$ cat src/rtl/dls_pkg.sv
// ----------------------------------------------------------------------------
// dls_pkg
// Shared constants and codes of the dependency level scheduler.
// ----------------------------------------------------------------------------
package dls_pkg;

    // field widths
    localparam int MASK_W   = 16;
    localparam int JIDX_W   = 4;
    localparam int ID_W     = 4;
    localparam int MACH_W   = 4;
    localparam int LEVEL_W  = 5;
    localparam int STATUS_W = 2;
    localparam int CFG_W    = 5;
    localparam int CFG_IDX_W = 1;

    // sizing
    localparam int MAX_JOBS_DEFAULT = 16;
    localparam int RESULT_CAP       = 16;
    localparam int COUNT_W          = 5;

    // configuration reset values and indexes
    localparam logic [CFG_W-1:0]     JOB_COUNT_RESET  = 5'd16;
    localparam logic [CFG_W-1:0]     PROC_COUNT_RESET = 5'd1;
    localparam logic [CFG_IDX_W-1:0] REG_JOB_COUNT    = 1'd0;
    localparam logic [CFG_IDX_W-1:0] REG_PROC_COUNT   = 1'd1;

    // item modes
    localparam logic MODE_LOAD = 1'b0;
    localparam logic MODE_STEP = 1'b1;

    // result status codes
    localparam logic [STATUS_W-1:0] STATUS_SCHEDULED = 2'd0;
    localparam logic [STATUS_W-1:0] STATUS_ALL_DONE  = 2'd1;
    localparam logic [STATUS_W-1:0] STATUS_DEADLOCK  = 2'd2;

    localparam logic [LEVEL_W-1:0] LEVEL_MAX = 5'd31;

endpackage

$ cat src/rtl/dls_dep_mem.sv
// ----------------------------------------------------------------------------
// dls_dep_mem
// Dependency mask store: one write port, one read port with registered data.
// ----------------------------------------------------------------------------
module dls_dep_mem #(
    parameter int DEPTH  = dls_pkg::MAX_JOBS_DEFAULT,
    parameter int ADDR_W = $clog2(DEPTH)
) (
    input  logic                      clk,
    input  logic                      we,
    input  logic [ADDR_W-1:0]         waddr,
    input  logic [dls_pkg::MASK_W-1:0] wdata,
    input  logic [ADDR_W-1:0]         raddr,
    output logic [dls_pkg::MASK_W-1:0] rdata
);
    import dls_pkg::*;

    logic [MASK_W-1:0] dep_store [DEPTH];
    logic [MASK_W-1:0] rdata_reg;

    always_ff @(posedge clk)
    begin
        if (we)
        begin
            dep_store[waddr] <= wdata;
        end
    end

    // entries never written read as anything
    always_ff @(posedge clk)
    begin
        rdata_reg <= dep_store[raddr];
    end

    assign rdata = rdata_reg;

endmodule

$ cat src/rtl/dependency_level_scheduler.sv
// ----------------------------------------------------------------------------
// dependency_level_scheduler
// Level-by-level list scheduling of jobs with precedence on limited processors.
// ----------------------------------------------------------------------------
// load: no result; all-done step: one result next cycle, still ready
// other steps: scan one job per cycle through the mask store read port over the
// effective job count, ending early once the processor limit is met, then one result
// a cycle per scheduled job, or one deadlock result; busy until the last is formed
// results show in the cycle after they are formed; the receiver cannot stall them
// reset clears done marks, level counter and sequencer, and presets the two registers
module dependency_level_scheduler #(
    parameter int MAX_JOBS = dls_pkg::MAX_JOBS_DEFAULT
) (
    input  logic                              clk,
    input  logic                              rst_n,
    input  logic                              start,
    output logic                              busy,
    input  logic                              mode,
    input  logic [dls_pkg::JIDX_W-1:0]        job_index,
    input  logic [dls_pkg::MASK_W-1:0]        dep_mask,
    input  logic                              cfg_we,
    input  logic [dls_pkg::CFG_IDX_W-1:0]     cfg_index,
    input  logic [dls_pkg::CFG_W-1:0]         cfg_data,
    output logic                              result_valid,
    output logic [dls_pkg::STATUS_W-1:0]      status,
    output logic [dls_pkg::ID_W-1:0]          job_id,
    output logic [dls_pkg::MACH_W-1:0]        machine,
    output logic [dls_pkg::LEVEL_W-1:0]       level,
    output logic                              finished,
    output logic                              last
);
    import dls_pkg::*;

    localparam int IDX_W = $clog2(MAX_JOBS);
    localparam int JC_W  = $clog2(MAX_JOBS + 1);
    localparam int SLOT_W = $clog2(RESULT_CAP);

    localparam logic [1:0] S_IDLE = 2'd0;
    localparam logic [1:0] S_SCAN = 2'd1;
    localparam logic [1:0] S_EMIT = 2'd2;

    logic [1:0]          state_reg, state_next;
    logic [CFG_W-1:0]    job_count_reg, proc_count_reg;
    logic [MAX_JOBS-1:0] done_reg, done_next;
    logic [MAX_JOBS-1:0] chosen_reg, chosen_next;
    logic [LEVEL_W-1:0]  level_reg, level_next;
    logic [JC_W-1:0]     issue_idx_reg, issue_idx_next;
    logic                eval_vld_reg, eval_vld_next;
    logic [IDX_W-1:0]    eval_idx_reg, eval_idx_next;
    logic [COUNT_W-1:0]  n_reg, n_next;
    logic [SLOT_W-1:0]   out_idx_reg, out_idx_next;
    logic                fin_reg, fin_next;

    logic                result_valid_reg, result_valid_next;
    logic [STATUS_W-1:0] status_reg, status_next;
    logic [ID_W-1:0]     job_id_reg, job_id_next;
    logic [MACH_W-1:0]   machine_reg, machine_next;
    logic [LEVEL_W-1:0]  level_out_reg, level_out_next;
    logic                finished_reg, finished_next;
    logic                last_reg, last_next;

    logic [ID_W-1:0]     id_list_reg [RESULT_CAP];
    logic                id_we;

    logic [JC_W-1:0]     jc;
    logic [COUNT_W-1:0]  limit;
    logic [MAX_JOBS-1:0] act;
    logic [MAX_JOBS-1:0] done_act;
    logic [MASK_W-1:0]   met;
    logic                all_done;
    logic                accept;
    logic                load_we;
    logic [IDX_W-1:0]    load_addr;
    logic [MASK_W-1:0]   rd_mask;
    logic                issue;
    logic                ready;
    logic                end_scan;
    logic                emit_last;

    assign accept    = start && !busy;
    assign load_we   = accept && (mode == MODE_LOAD) && (int'(job_index) < MAX_JOBS);
    assign load_addr = IDX_W'(job_index);

    dls_dep_mem #(
        .DEPTH  (MAX_JOBS),
        .ADDR_W (IDX_W)
    ) u_dep_mem (
        .clk   (clk),
        .we    (load_we),
        .waddr (load_addr),
        .wdata (dep_mask),
        .raddr (issue_idx_reg[IDX_W-1:0]),
        .rdata (rd_mask)
    );

    // effective job count and processor limit
    always_comb
    begin
        if (int'(job_count_reg) < MAX_JOBS)
        begin
            jc = JC_W'(job_count_reg);
        end
        else
        begin
            jc = JC_W'(MAX_JOBS);
        end
        if (proc_count_reg == '0)
        begin
            limit = COUNT_W'(1);
        end
        else if (int'(proc_count_reg) > RESULT_CAP)
        begin
            limit = COUNT_W'(RESULT_CAP);
        end
        else
        begin
            limit = proc_count_reg;
        end
        for (int i = 0; i < MAX_JOBS; i++)
        begin
            act[i] = (i < int'(jc));
        end
    end

    assign done_act = done_reg & act;
    assign all_done = (done_act == act);

    // dependency bits beyond the job range are never met
    for (genvar k = 0; k < MASK_W; k++)
    begin : g_met
        if (k < MAX_JOBS)
        begin : g_in
            assign met[k] = done_act[k];
        end
        else
        begin : g_out
            assign met[k] = 1'b0;
        end
    end

    assign issue     = (issue_idx_reg < jc);
    assign ready     = !done_reg[eval_idx_reg] && ((rd_mask & ~met) == '0);
    assign end_scan  = (n_reg == limit) || (!eval_vld_reg && !issue);
    assign emit_last = ({1'b0, out_idx_reg} == n_reg - COUNT_W'(1));
    assign id_we     = (state_reg == S_SCAN) && eval_vld_reg && (n_reg < limit) && ready;

    always_comb
    begin
        state_next        = state_reg;
        done_next         = done_reg;
        chosen_next       = chosen_reg;
        level_next        = level_reg;
        issue_idx_next    = issue_idx_reg;
        eval_vld_next     = 1'b0;
        eval_idx_next     = eval_idx_reg;
        n_next            = n_reg;
        out_idx_next      = out_idx_reg;
        fin_next          = fin_reg;
        result_valid_next = 1'b0;
        status_next       = status_reg;
        job_id_next       = job_id_reg;
        machine_next      = machine_reg;
        level_out_next    = level_out_reg;
        finished_next     = finished_reg;
        last_next         = last_reg;

        case (state_reg)
            S_IDLE:
            begin
                if (accept && (mode == MODE_STEP))
                begin
                    if (all_done)
                    begin
                        result_valid_next = 1'b1;
                        status_next       = STATUS_ALL_DONE;
                        job_id_next       = '0;
                        machine_next      = '0;
                        level_out_next    = level_reg;
                        finished_next     = 1'b1;
                        last_next         = 1'b1;
                    end
                    else
                    begin
                        if (level_reg != LEVEL_MAX)
                        begin
                            level_next = level_reg + LEVEL_W'(1);
                        end
                        issue_idx_next = '0;
                        n_next         = '0;
                        chosen_next    = '0;
                        state_next     = S_SCAN;
                    end
                end
            end

            S_SCAN:
            begin
                eval_vld_next = issue;
                eval_idx_next = issue_idx_reg[IDX_W-1:0];
                if (issue)
                begin
                    issue_idx_next = issue_idx_reg + JC_W'(1);
                end
                if (id_we)
                begin
                    chosen_next[eval_idx_reg] = 1'b1;
                    n_next = n_reg + COUNT_W'(1);
                end
                if (end_scan)
                begin
                    eval_vld_next = 1'b0;
                    if (n_reg == '0)
                    begin
                        result_valid_next = 1'b1;
                        status_next       = STATUS_DEADLOCK;
                        job_id_next       = '0;
                        machine_next      = '0;
                        level_out_next    = level_reg;
                        finished_next     = 1'b0;
                        last_next         = 1'b1;
                        state_next        = S_IDLE;
                    end
                    else
                    begin
                        // chosen jobs count as done from the next level on
                        done_next    = done_reg | chosen_reg;
                        fin_next     = (((done_reg | chosen_reg) & act) == act);
                        out_idx_next = '0;
                        state_next   = S_EMIT;
                    end
                end
            end

            S_EMIT:
            begin
                result_valid_next = 1'b1;
                status_next       = STATUS_SCHEDULED;
                job_id_next       = id_list_reg[out_idx_reg];
                machine_next      = MACH_W'(out_idx_reg);
                level_out_next    = level_reg;
                finished_next     = fin_reg;
                last_next         = emit_last;
                out_idx_next      = out_idx_reg + SLOT_W'(1);
                if (emit_last)
                begin
                    state_next = S_IDLE;
                end
            end

            default:
            begin
                state_next = S_IDLE;
            end
        endcase
    end

    always_ff @(posedge clk or negedge rst_n)
    begin
        if (!rst_n)
        begin
            state_reg        <= S_IDLE;
            job_count_reg    <= JOB_COUNT_RESET;
            proc_count_reg   <= PROC_COUNT_RESET;
            done_reg         <= '0;
            chosen_reg       <= '0;
            level_reg        <= '0;
            issue_idx_reg    <= '0;
            eval_vld_reg     <= 1'b0;
            n_reg            <= '0;
            out_idx_reg      <= '0;
            result_valid_reg <= 1'b0;
        end
        else
        begin
            state_reg        <= state_next;
            done_reg         <= done_next;
            chosen_reg       <= chosen_next;
            level_reg        <= level_next;
            issue_idx_reg    <= issue_idx_next;
            eval_vld_reg     <= eval_vld_next;
            n_reg            <= n_next;
            out_idx_reg      <= out_idx_next;
            result_valid_reg <= result_valid_next;
            if (cfg_we)
            begin
                if (cfg_index == REG_JOB_COUNT)
                begin
                    job_count_reg <= cfg_data;
                end
                else if (cfg_index == REG_PROC_COUNT)
                begin
                    proc_count_reg <= cfg_data;
                end
            end
        end
    end

    // payload registers
    always_ff @(posedge clk)
    begin
        eval_idx_reg  <= eval_idx_next;
        fin_reg       <= fin_next;
        status_reg    <= status_next;
        job_id_reg    <= job_id_next;
        machine_reg   <= machine_next;
        level_out_reg <= level_out_next;
        finished_reg  <= finished_next;
        last_reg      <= last_next;
        if (id_we)
        begin
            id_list_reg[n_reg[SLOT_W-1:0]] <= ID_W'(eval_idx_reg);
        end
    end

    assign busy         = (state_reg != S_IDLE);
    assign result_valid = result_valid_reg;
    assign status       = status_reg;
    assign job_id       = job_id_reg;
    assign machine      = machine_reg;
    assign level        = level_out_reg;
    assign finished     = finished_reg;
    assign last         = last_reg;

    // scheduled count never passes the processor limit
    a_limit: assert property (@(posedge clk) disable iff (!rst_n)
        (state_reg == S_SCAN) |-> (n_reg <= limit))
        else $error("scheduled count above processor limit");

    // a job already done is never chosen again
    a_chosen: assert property (@(posedge clk) disable iff (!rst_n)
        (state_reg == S_SCAN) |-> ((chosen_reg & done_reg) == '0))
        else $error("done job chosen again");

    // result phase only runs with at least one scheduled job
    a_emit: assert property (@(posedge clk) disable iff (!rst_n)
        (state_reg == S_EMIT) |-> (n_reg != '0))
        else $error("result phase with no scheduled job");

    // every result of a running level carries the current level number
    a_level: assert property (@(posedge clk) disable iff (!rst_n)
        (result_valid && (status != STATUS_ALL_DONE))
        |-> ((level == level_reg) && (level != '0)))
        else $error("result level mismatch");

    // a step taken while jobs remain advances the level on start, unless it is at its maximum
    a_step: assert property (@(posedge clk) disable iff (!rst_n)
        (accept && (mode == MODE_STEP) && !all_done && (level_reg != LEVEL_MAX))
        |=> (level_reg == $past(level_reg) + LEVEL_W'(1)))
        else $error("level counter did not advance");

endmodule

$ cat config.mk
export PLATFORM = sky130hd
export DESIGN_NAME = dependency_level_scheduler
export DESIGN_NICKNAME = d
export VERILOG_FILES = /design/src/rtl/dls_pkg.sv /design/src/rtl/dls_dep_mem.sv /design/src/rtl/dependency_level_scheduler.sv
export SDC_FILE = /design/constraint.sdc
export NUM_CORES = 1
export LEC_CHECK = 0
export BUFFER_PORTS_ARGS = -buffer_cell sky130_fd_sc_hd__buf_2
export CORE_MARGIN = 8
export CORE_UTILIZATION = 36
export CTS_CLUSTER_SIZE = 12
export DETAILED_ROUTE_END_ITERATION = 12
export GPL_ROUTABILITY_DRIVEN = 0
export PLACE_DENSITY = 0.56
export SLEW_MARGIN = 20
export SYNTH_ARGS = -nofsm -noshare
export SYNTH_HDL_FRONTEND = slang
export SYNTH_SLANG_ARGS = --single-unit
export TNS_END_PERCENT = 10
$ cat constraint.sdc
create_clock -name clk -period 3.7 [get_ports clk]
set_clock_uncertainty 0.1 [all_clocks]
set_input_delay 0 -clock clk [delete_from_list [all_inputs] [get_ports clk]]
set_output_delay 0 -clock clk [all_outputs]
set_load 0.005 [all_outputs]
**Yosys cells after proc, flatten, opt, wreduce, memory -nomap -nowiden**

Memories as Yosys holds them, arrays and structs flattened. A register that Yosys moved wholly into a read port is not among the register bits.
Cells that the tools add are included.

- Memory bits (writable): 320
- Output and inout port bits: 19
- Register bits: 87
- Latch bits: 0
- Memories: 2
- Bits of input ports: 31
- ROM bits: 0

- Bitwise logic cells: 10
- Order comparisons: 22
- Divide/modulo/power cells: 0
- Reduce and logical (&&, ||, !) cells: 31
- Equal/unequal tests: 16
- Multipliers: 0
- Add/subtract/negate cells: 5
- Muxes and demuxes: 61
- Shift operators: 0

Memories:

| name | depth | bits a word | rd ports | clocked after Yosys merged registers in | write ports | line | text |
|---|---|---|---|---|---|---|---|
| u_dep_mem.dep_store | 16 | 16 | 1 | 1 | 1 | dls_dep_mem.sv:18 | `logic [MASK_W-1:0] dep_store [DEPTH];` |
| id_list_reg | 16 | 4 | 1 | 0 | 1 | dependency_level_scheduler.sv:62 | `logic [ID_W-1:0] id_list_reg [RESULT_CAP];` |

Operator list:

| operator | count |
|---|---|
| 2-to-1 mux 5 bit | 11 |
| AND 16 bit | 3 |
| 2-to-1 mux 16 bit | 3 |
| < comparator 4 x 5 -> 1 bit (first input constant) | 8 |
| equality test 16 bit | 2 |
| bitwise OR 16 bit | 2 |
| one-hot mux 16 bit (2 select lines) | 1 |
| 2-to-1 mux 4 bit | 6 |
| one-hot mux 4 bit (3 select lines) | 2 |
| < comparator 3 x 5 -> 1 bit (first input constant) | 4 |
| one-hot mux 5 bit (2 select lines) | 2 |
| 2-to-1 mux 1 bit | 18 |
| 2-to-1 mux 2 bit | 9 |
| logical NOT 16 bit | 1 |
| inequality test 2 bit (second input constant) | 8 |
| NOT 16 bit | 1 |
| AND reduction 4 bit | 4 |
| adder 5 x 1 -> 5 bit (second input constant) | 3 |
| one-hot mux 5 bit (3 select lines) | 1 |
| one-hot mux 2 bit (3 select lines) | 2 |
| logical NOT 5 bit | 2 |
| < comparator 1 x 5 -> 1 bit (first input constant) | 2 |
| < comparator 2 x 5 -> 1 bit (first input constant) | 2 |
| < comparator 5 bit | 2 |
| 26 further kinds | 46 |

**Longest topological paths before layout**

Gate-level depths: netlist of the first run.

- Word-level depth: 11
- Mapped depth: 13

**Modules after synthesis**

From an unflattened synthesis of the first run, not the netlist that was laid out.

- Cells, all modules: 1023
- Area total of the unflattened synthesis: 17404.2 um2

By module, submodules not included:

| module | sequential area each (um2) | instances | area an instance (um2) | cells an instance |
|---|---|---|---|---|
| dls_dep_mem | 8007.7 | 1 | 10042.1 | 432 |
| dependency_level_scheduler | 4211.5 | 1 | 7362.1 | 591 |

**Worst setup path before layout of the first run**

OpenSTA, ideal clock, no wires.

- Path kind: register -> register
- Start point: reg job_count_reg[4]
- End point: reg finished_reg (netlist: finished) (enable)
- Cell stages (with the launch flop): 8
- Slack: -7 ps
- Setup time: 421 ps
- Required time: 3179 ps
- Arrival time: 3186 ps
- Period minus slack after synthesis: 3707 ps
- Buffers on the path: 1
- Cell sequence: dfstp_2 > buf_4 > nor3_2 > o221ai_1 > nor4_1 > nand3_1 > or2_2 > a221oi_1

- Cells in the longest elaborated chain, start to end: 8

RTL lines:

| element | line | text |
|---|---|---|
| from (decl) | dependency_level_scheduler.sv:43 | `logic [CFG_W-1:0] job_count_reg, proc_count_reg;` |
| from (signal assigned) | dependency_level_scheduler.sv:288 | `job_count_reg <= cfg_data;` |
| < comparator 5 bit | dependency_level_scheduler.sv:99 | `if (int'(job_count_reg) < MAX_JOBS)` |
| 2-to-1 mux 5 bit * | dependency_level_scheduler.sv:99 |  |
| branches (longest 5 deep; another with < comparator 1 x 5 -> 1 bit) | n/a |  |
| AND reduction 5 bit (no line) * | n/a |  |
| to (signal assigned) | dependency_level_scheduler.sv:307 | `finished_reg <= finished_next;` |
| to (decl) | dependency_level_scheduler.sv:59 | `logic finished_reg, finished_next;` |

Every way passes the cells marked *.
A chain may end at the register's enable or synchronous reset.

**Worst setup path after layout of the first run**

- Start point: reg job_count_reg[3]
- End point: reg machine_reg[1] (netlist: machine[1]) (enable)

- Cells in the longest elaborated chain, start to end: 8

RTL lines:

| element | line | text |
|---|---|---|
| < comparator 5 bit | dependency_level_scheduler.sv:99 |  |
| 2-to-1 mux 5 bit * | dependency_level_scheduler.sv:99 |  |
| branches (longest 5 deep; another with < comparator 1 x 5 -> 1 bit) | n/a |  |
| AND reduction 5 bit (no line) * | n/a |  |
| to (signal assigned) | dependency_level_scheduler.sv:305 | `machine_reg <= machine_next;` |
| to (decl) | dependency_level_scheduler.sv:57 | `logic [MACH_W-1:0] machine_reg, machine_next;` |

Marked as above.

==> results of run 1 <==
[power by group]
part / internal, mW / switching (mW)
clock network: 2.42 / 1.82
registers: 5.73 / 0.523
logic: 1.58 / 1.74
total: 9.73 / 4.08
[worst paths after layout]
kind	start	endpoint	cells after the start
min reg2reg	chosen_reg[9]	done_reg[9]	1
min	mode	state_reg[0]	4
min in group asynchronous	rst_n	done_reg[0]	4
max in group asynchronous	rst_n	n_reg[2]	4
max	job_count_reg[3]	machine[1]	7
max reg2reg	job_count_reg[3]	machine[1]	7
[kinds of logic (layout without fill, tap and decap cells)]
| kind of cell | after synthesis | after routing | synth area share (%) |
|---|---|---|---|
| AO/OA/AOI/OAI | 133 | 133 | 5.20 |
| XOR/XNOR | 12 | 12 | 0.602 |
| adder cells (fa/ha/maj) | 23 | 23 | 1.63 |
| buffers and inverters | 67 | 249 | 1.63 |
| flip-flops | 423 | 423 | 69.9 |
| multiplexers | 123 | 123 | 14.3 |
| other | 0 | 1 | 0 |
| AND/OR/NAND/NOR | 223 | 223 | 6.65 |
[cell type report]
| cell class | instances | share of cell area [%] |
|---|---|---|
| Antenna cell | 1 | 0.0121 |
| Clock buffer | 60 | 5.99 |
| Clock inverter | 22 | 0.820 |
| Inverter | 21 | 0.383 |
| Multi-Input combinational cell | 514 | 24.4 |
| Sequential cell | 423 | 59.3 |
| Tap cell | 615 | 3.74 |
| Timing Repair Buffer | 146 | 5.34 |
[worst max-delay path, delay by kind of cell, from the launching register on]
| kind | cells | cell delay, ns |
|---|---|---|
| flip-flops | 1 | 0.53 |
| AO/OA/AOI/OAI | 2 | 0.38 |
| buffers and inverters | 1 | 0.31 |
| AND/OR/NAND/NOR | 4 | 1.73 |
[placed cells by master (no fill, tap or decap), types with 6 or more instances in the layout]
cell type	n
a31oi_1	9
and2_1	11
o21ai_0	26
inv_1	18
mux4_2	100
clkinv_1	13
clkbuf_1	11
clkinv_2	6
a21o_1	13
nor4_1	7
mux2i_1	8
dlygate4sd3_1	41
nor3_1	11
a21oi_1	15
nor2_2	12
o21ai_1	16
clkbuf_16	46
dfxtp_1	16
and3_1	12
xnor2_1	6
nor2_1	33
mux2_2	14
nor2b_1	13
nor4b_1	6
nand2_1	58
xor2_1	6
buf_2	49
dfrtp_1	61
nand3_1	17
nand2b_1	13
ha_1	22
buf_4	54
edfxtp_1	342
[what timing repair did]
item | CTS | global route
hold endpoints to repair | 424 | 0
hold buffers | 41 | 0
gates resized for setup | 0 | 0
setup buffers | 0 | 0
[stage by stage]
step | cell area [um2] | util, %
finish | 20600 | 43.1
global route | 20600 | 43.1
CTS | 20600 | 43.1
detailed placement | 18800 | 39.3
global placement | 18800 | 39.3
floorplan | 17500 | -
[layer usage]
| metal | vias to the layer above | part of all wire (%) | GRT usage (%) |
|---|---|---|---|
| met5 | - | 0 | 0 |
| met4 | 0 | 3.0 | 5.22 |
| met3 | 72 | 4.3 | 2.38 |
| met2 | 273 | 50 | 24.6 |
| met1 | 4908 | 43 | 18.5 |
| li1 | 4316 | - | - |
[synthesized netlist by cell type, drive strengths merged (16+ instances only)]
cell	n	area share, %
edfxtp	342	59
mux4	100	13
dfrtp	63	9.0
nand2	58	1.2
nor2	45	0.97
o21ai	42	1.2
clkbuf	27	0.59
ha	22	1.6
buf	19	0.59
inv	18	0.39
nand3	17	0.49
dfxtp	16	1.8
nor3	16	0.49
==> results.md, run 1 <==
* Filler cell count at 4194
* Hold Crit Class: in2reg
* All-Layer GR Usage at 14.5%
* Worst IR Drop VDD at 381 uV
* Layout area overhead at 17.9%
* Die height at 236 um
* Detailed Route Iter0 Violations at 997
* Vias in the first global route at 10100
* DRC at 0
* Slew Viols, Final at 0
* Root Buffer: clkbuf_16
* Routed wire length at 40.5 mm
* Max FFs per register at 256
* Initial antenna violation count at 0
* Slew @ Worst Pin at 0.941 ns
* Die outline area at 55800 um2
* Port bufs at 49
* Inst Count DP at 1678
* Lkg Pwr at 7.10 nW
* Max_slew headroom at 37.2%
* Synth warn at 0
* Grt total ovfl at 0
* Post-synth EDFFs at 342
* Syn Nets at 1057
* Multi-input gate area at 5020 um2
* Synth async-reset ratio at 15.4%
* Num CTS Buffers at 46
* Largest stage delay, worst path at 0.69 ns
* FF/Latch Area at 12200 um2
* Startpoint Class: register
* Power per standard cell area at 671 nW/um2
* Clock Sinks at 423
* CP Max Fanout at 17
* Vias per cell at 5.31
* Unrepaired setup endpoints after global routing: false
* Routed wire per std cell at 22.5 um
* Standard-cell row count at 80
* Mapped Area at 17500 um2
* Layout cells sized above 1 at 26.6%
* Ports at 50
* Final nets at 1205
* Design Power at 13.8 mW
* Register area share after synthesis at 69.9%
* F_max at 0.296 GHz
* Critical Path, Cell by Cell: nor2_1, a21oi_1, nor4_1, nand3_1, or2_2, a221oi_2, buf_4
* Final worst path period share at 91.4%
* Status: finished clean
* Final hold violation count at 0
* Synth Register Bits at 423
* Setup violations, final at 0
* Yosys cell types at 68
* Mean Syn Cell Area at 17.4 um2
* Longest Clk Path Bufs at 3
* Time the worst path needs with I/O delays and setup at 3.38 ns
* WHS at 0.0539 ns
* Slack of the critical path at 0.316 ns
* CP Class: reg2reg
* Slowest stage cell, crit path: nor2_1
* Die Wd at 236 um
* H-tree depth at 2
* CORE AREA at 47800 um2
* Max_cap viols at 0
* Total iterations of the first detailed-routing run at 5
* Mapped Cells at 1004
* Pre-CTS worst setup slack at 0.425 ns
* CP arrival at 3.53 ns
* DP Wirelength at 26.7 mm
* CP endpoint kind: register
* CTS tree: built
* Insertion delay to the later sink of the worst-skew pair at 0.58 ns
* Pin count of the biggest net entering global routing at 70
* TNS Setup at 0 ns
* R2R setup slack at 0.32 ns
* Post-Layout Cell Count at 1802
* CTS clk-pin slew, worst paths at 0.06 ns
* First-pass GRT wire length at 62.0 mm
* Vias at 9569
* Critical Path RT at 3.84 ns
* Initial Utilization at 36.5%
* Antenna Nets Post-Route at 0
* Ys flop type: edfxtp_1
(Power assumes the default switching activity.)
==> run 2: changes to the inputs <==
Settings changed: ABC_AREA from default to 0, CORE_ASPECT_RATIO from default to 0.7.
==> results.md, run 2 (synthesis results as in run 1) <==
* Initial antenna violation count at 3 (+3)
* Setup Fix Bufs, Post-CTS at 0 (unchanged)
* Met3 Routed Length at 3.24 mm (+88%)
* Slack of the critical path at 0.191 ns (-0.125 ns)
* Vias per cell at 5.32 (+0.14%)
* Worst IR Drop VDD at 347 uV (-8.9%)
* Design Power at 13.9 mW (+0.67%)
* Largest stage delay, worst path at 0.66 ns (-0.03 ns)
* Die outline area at 55900 um2 (+0.20%)
* F_max at 0.285 GHz (-3.6%)
* WHS at 0.0206 ns (-0.0333 ns)
* Slowest stage cell, crit path: nor4_1
* Metal2 WL at 18.1 mm (-9.6%)
* Layout cells sized above 1 at 26.6% (about the same)
* Max_slew headroom at 34.4% (-2.9 points)
* Final hold violation count at 0 (unchanged)
* First-pass GRT wire length at 65.1 mm (+4.9%)
* Finished layout cell area at 20500 um2 (-0.39%)
* Vias in the first global route at 9943 (-1.1%)
* Die Wd at 279 um (+18%)
* CP Class: reg2reg
* Layout area overhead at 17.5%
* Hold Crit Class: in2reg
* Placed cell areas at 18900 um2 (+0.41%)
* Crit path max-delay family: simple AND/OR/NAND/NOR gates
* Lkg Pwr at 7.05 nW (-0.64%)
* Time the worst path needs with I/O delays and setup at 3.51 ns (+0.125 ns)
* Critical Path, Cell by Cell: nor3_2, o221ai_1, nor4_1, a31oi_1, nand2b_1, nor4b_1, a211o_1
* TNS Setup at 0 ns (unchanged)
* Wl on met1 at 21.5 mm (+23%)
* DRC at 0 (unchanged)
* CP endpoint kind: register
* Root Buffer: clkbuf_16
* Initial Utilization at 36.5% (about the same)
* Routed wire length at 43.5 mm (+7.5%)
* Final worst path period share at 94.8% (+3.4 points)
* Clock Sinks at 423 (unchanged)
* All-Layer GR Usage at 15.3% (+0.84 points)
* Commonest non-fill, non-tap cell in the layout: edfxtp_1
* Pre-CTS worst setup slack at 0.304 ns (-0.121 ns)
* Ports at 50 (unchanged)
* Layout Utilization at 42.9% (-0.19 points)
* Hold Buf Count CTS at 33 (-20%)
* Critical Path RT at 4.03 ns (+0.19 ns)
* H-tree depth at 2 (unchanged)
* Inst Count DP at 1723 (+2.7%)
* Insertion delay to the later sink of the worst-skew pair at 0.56 ns (-0.02 ns)
* Port bufs at 49 (unchanged)
* Vias at 9737 (+1.8%)
* Post-Layout Cell Count at 1831 (+1.6%)
* Uppermost layer routed: met5
* Routed wire per std cell at 23.8 um (+5.8%)
* Total iterations of the first detailed-routing run at 6 (+1)
* Antenna Nets Post-Route at 0 (unchanged)
* Standard-cell row count at 67 (-16%)
* Max FFs per register at 256 (unchanged)
* Filler cell count at 4227 (+0.79%)
* Setup violations, final at 0 (unchanged)
* CP Max Fanout at 10 (-7)
* Status: finished clean
* CTS tree: built
* Power per standard cell area at 678 nW/um2 (+1.1%)
* Die height at 200 um (-15%)
* Final nets at 1199 (-0.50%)
* Commonest cells after routing, fill and taps aside: edfxtp_1, mux4_2, dfrtp_1, buf_4, nand2_1
* Startpoint Class: register
* Grt total ovfl at 0 (unchanged)
* CP arrival at 3.84 ns (+0.31 ns)
* CTS resizes at 0 (unchanged)
* CORE AREA at 47900 um2 (about the same)
* Detailed Route Iter0 Violations at 902 (-9.5%)
* DP Wirelength at 28.5 mm (+6.8%)
* Num CTS Buffers at 43 (-6.5%)
* Slew @ Worst Pin at 0.984 ns (+0.0431 ns)
* Slew Viols, Final at 0 (unchanged)
* Buffers & Inverters on Critical Path at 0 (-1)
* Unrepaired setup endpoints after global routing: false
* CTS clk-pin slew, worst paths at 0.06 ns (about the same)
* Pin count of the biggest net entering global routing at 70 (unchanged)
* Longest Clk Path Bufs at 3 (unchanged)
* Max_cap viols at 0 (unchanged)
run 2: cell count changes in the layout (fill, tap and decap cells not counted), moves of 2 or more:
cell / before / now
dlygate4sd3_1: 41 / 33
clkinv_1: 13 / 6
clkinv_2: 6 / 1
clkbuf_1: 11 / 18
clkbuf_16: 46 / 44
buf_4: 54 / 61
run 2: path summary, 6_finish.rpt:
check                                 start                    endpoint  slack (ns)  cells past startpoint
setup reg to reg           job_count_reg[3]                    n_reg[0]        0.19                      7
min in group asynchronous             rst_n              chosen_reg[13]        0.07                      2
hold reg to reg                level_reg[4]                    level[4]        0.40                      0
hold / removal                 job_index[3]  u_dep_mem.dep_store[9][14]        0.02                      3
max in group asynchronous             rst_n            issue_idx_reg[0]        2.70                      2
setup / recovery           job_count_reg[3]                    n_reg[0]        0.19                      7
run 2: per-layer routing:
layer	vias to the layer above	global-route usage (%)
met1	5067	24.0
met5	-	0.265
met2	315	21.2
met3	68	3.67
li1	4285	-
met4	2	3.07
run 2: worst reg2reg max path, delay by kind of cell, from the launching register on:
family	cells	cell delay, ns
simple gates	4	1.96
compound gates	3	0.86
flops	1	0.47
run 2: area by class of cell:
cell class	instances	area, um2	area share [%]
flip-flops and latches	423	12200	59.6
repair buffers	143	1050	5.11
clock inverters	8	101	0.494
well taps	655	820	3.99
clock buffers	66	1220	5.96
diodes	1	2.50	0.0122
multi-input cells	514	5020	24.5
inverters	21	78.8	0.384
run 2: power by group:
part | switching [mW] | internal [mW] | total, mW | leakage [nW]
clock | 1.77 | 2.41 | 4.18 | 0.641
combinational | 1.83 | 1.58 | 3.40 | 2.34
sequential | 0.593 | 5.73 | 6.32 | 4.07
total | 4.19 | 9.72 | 13.9 | 7.05
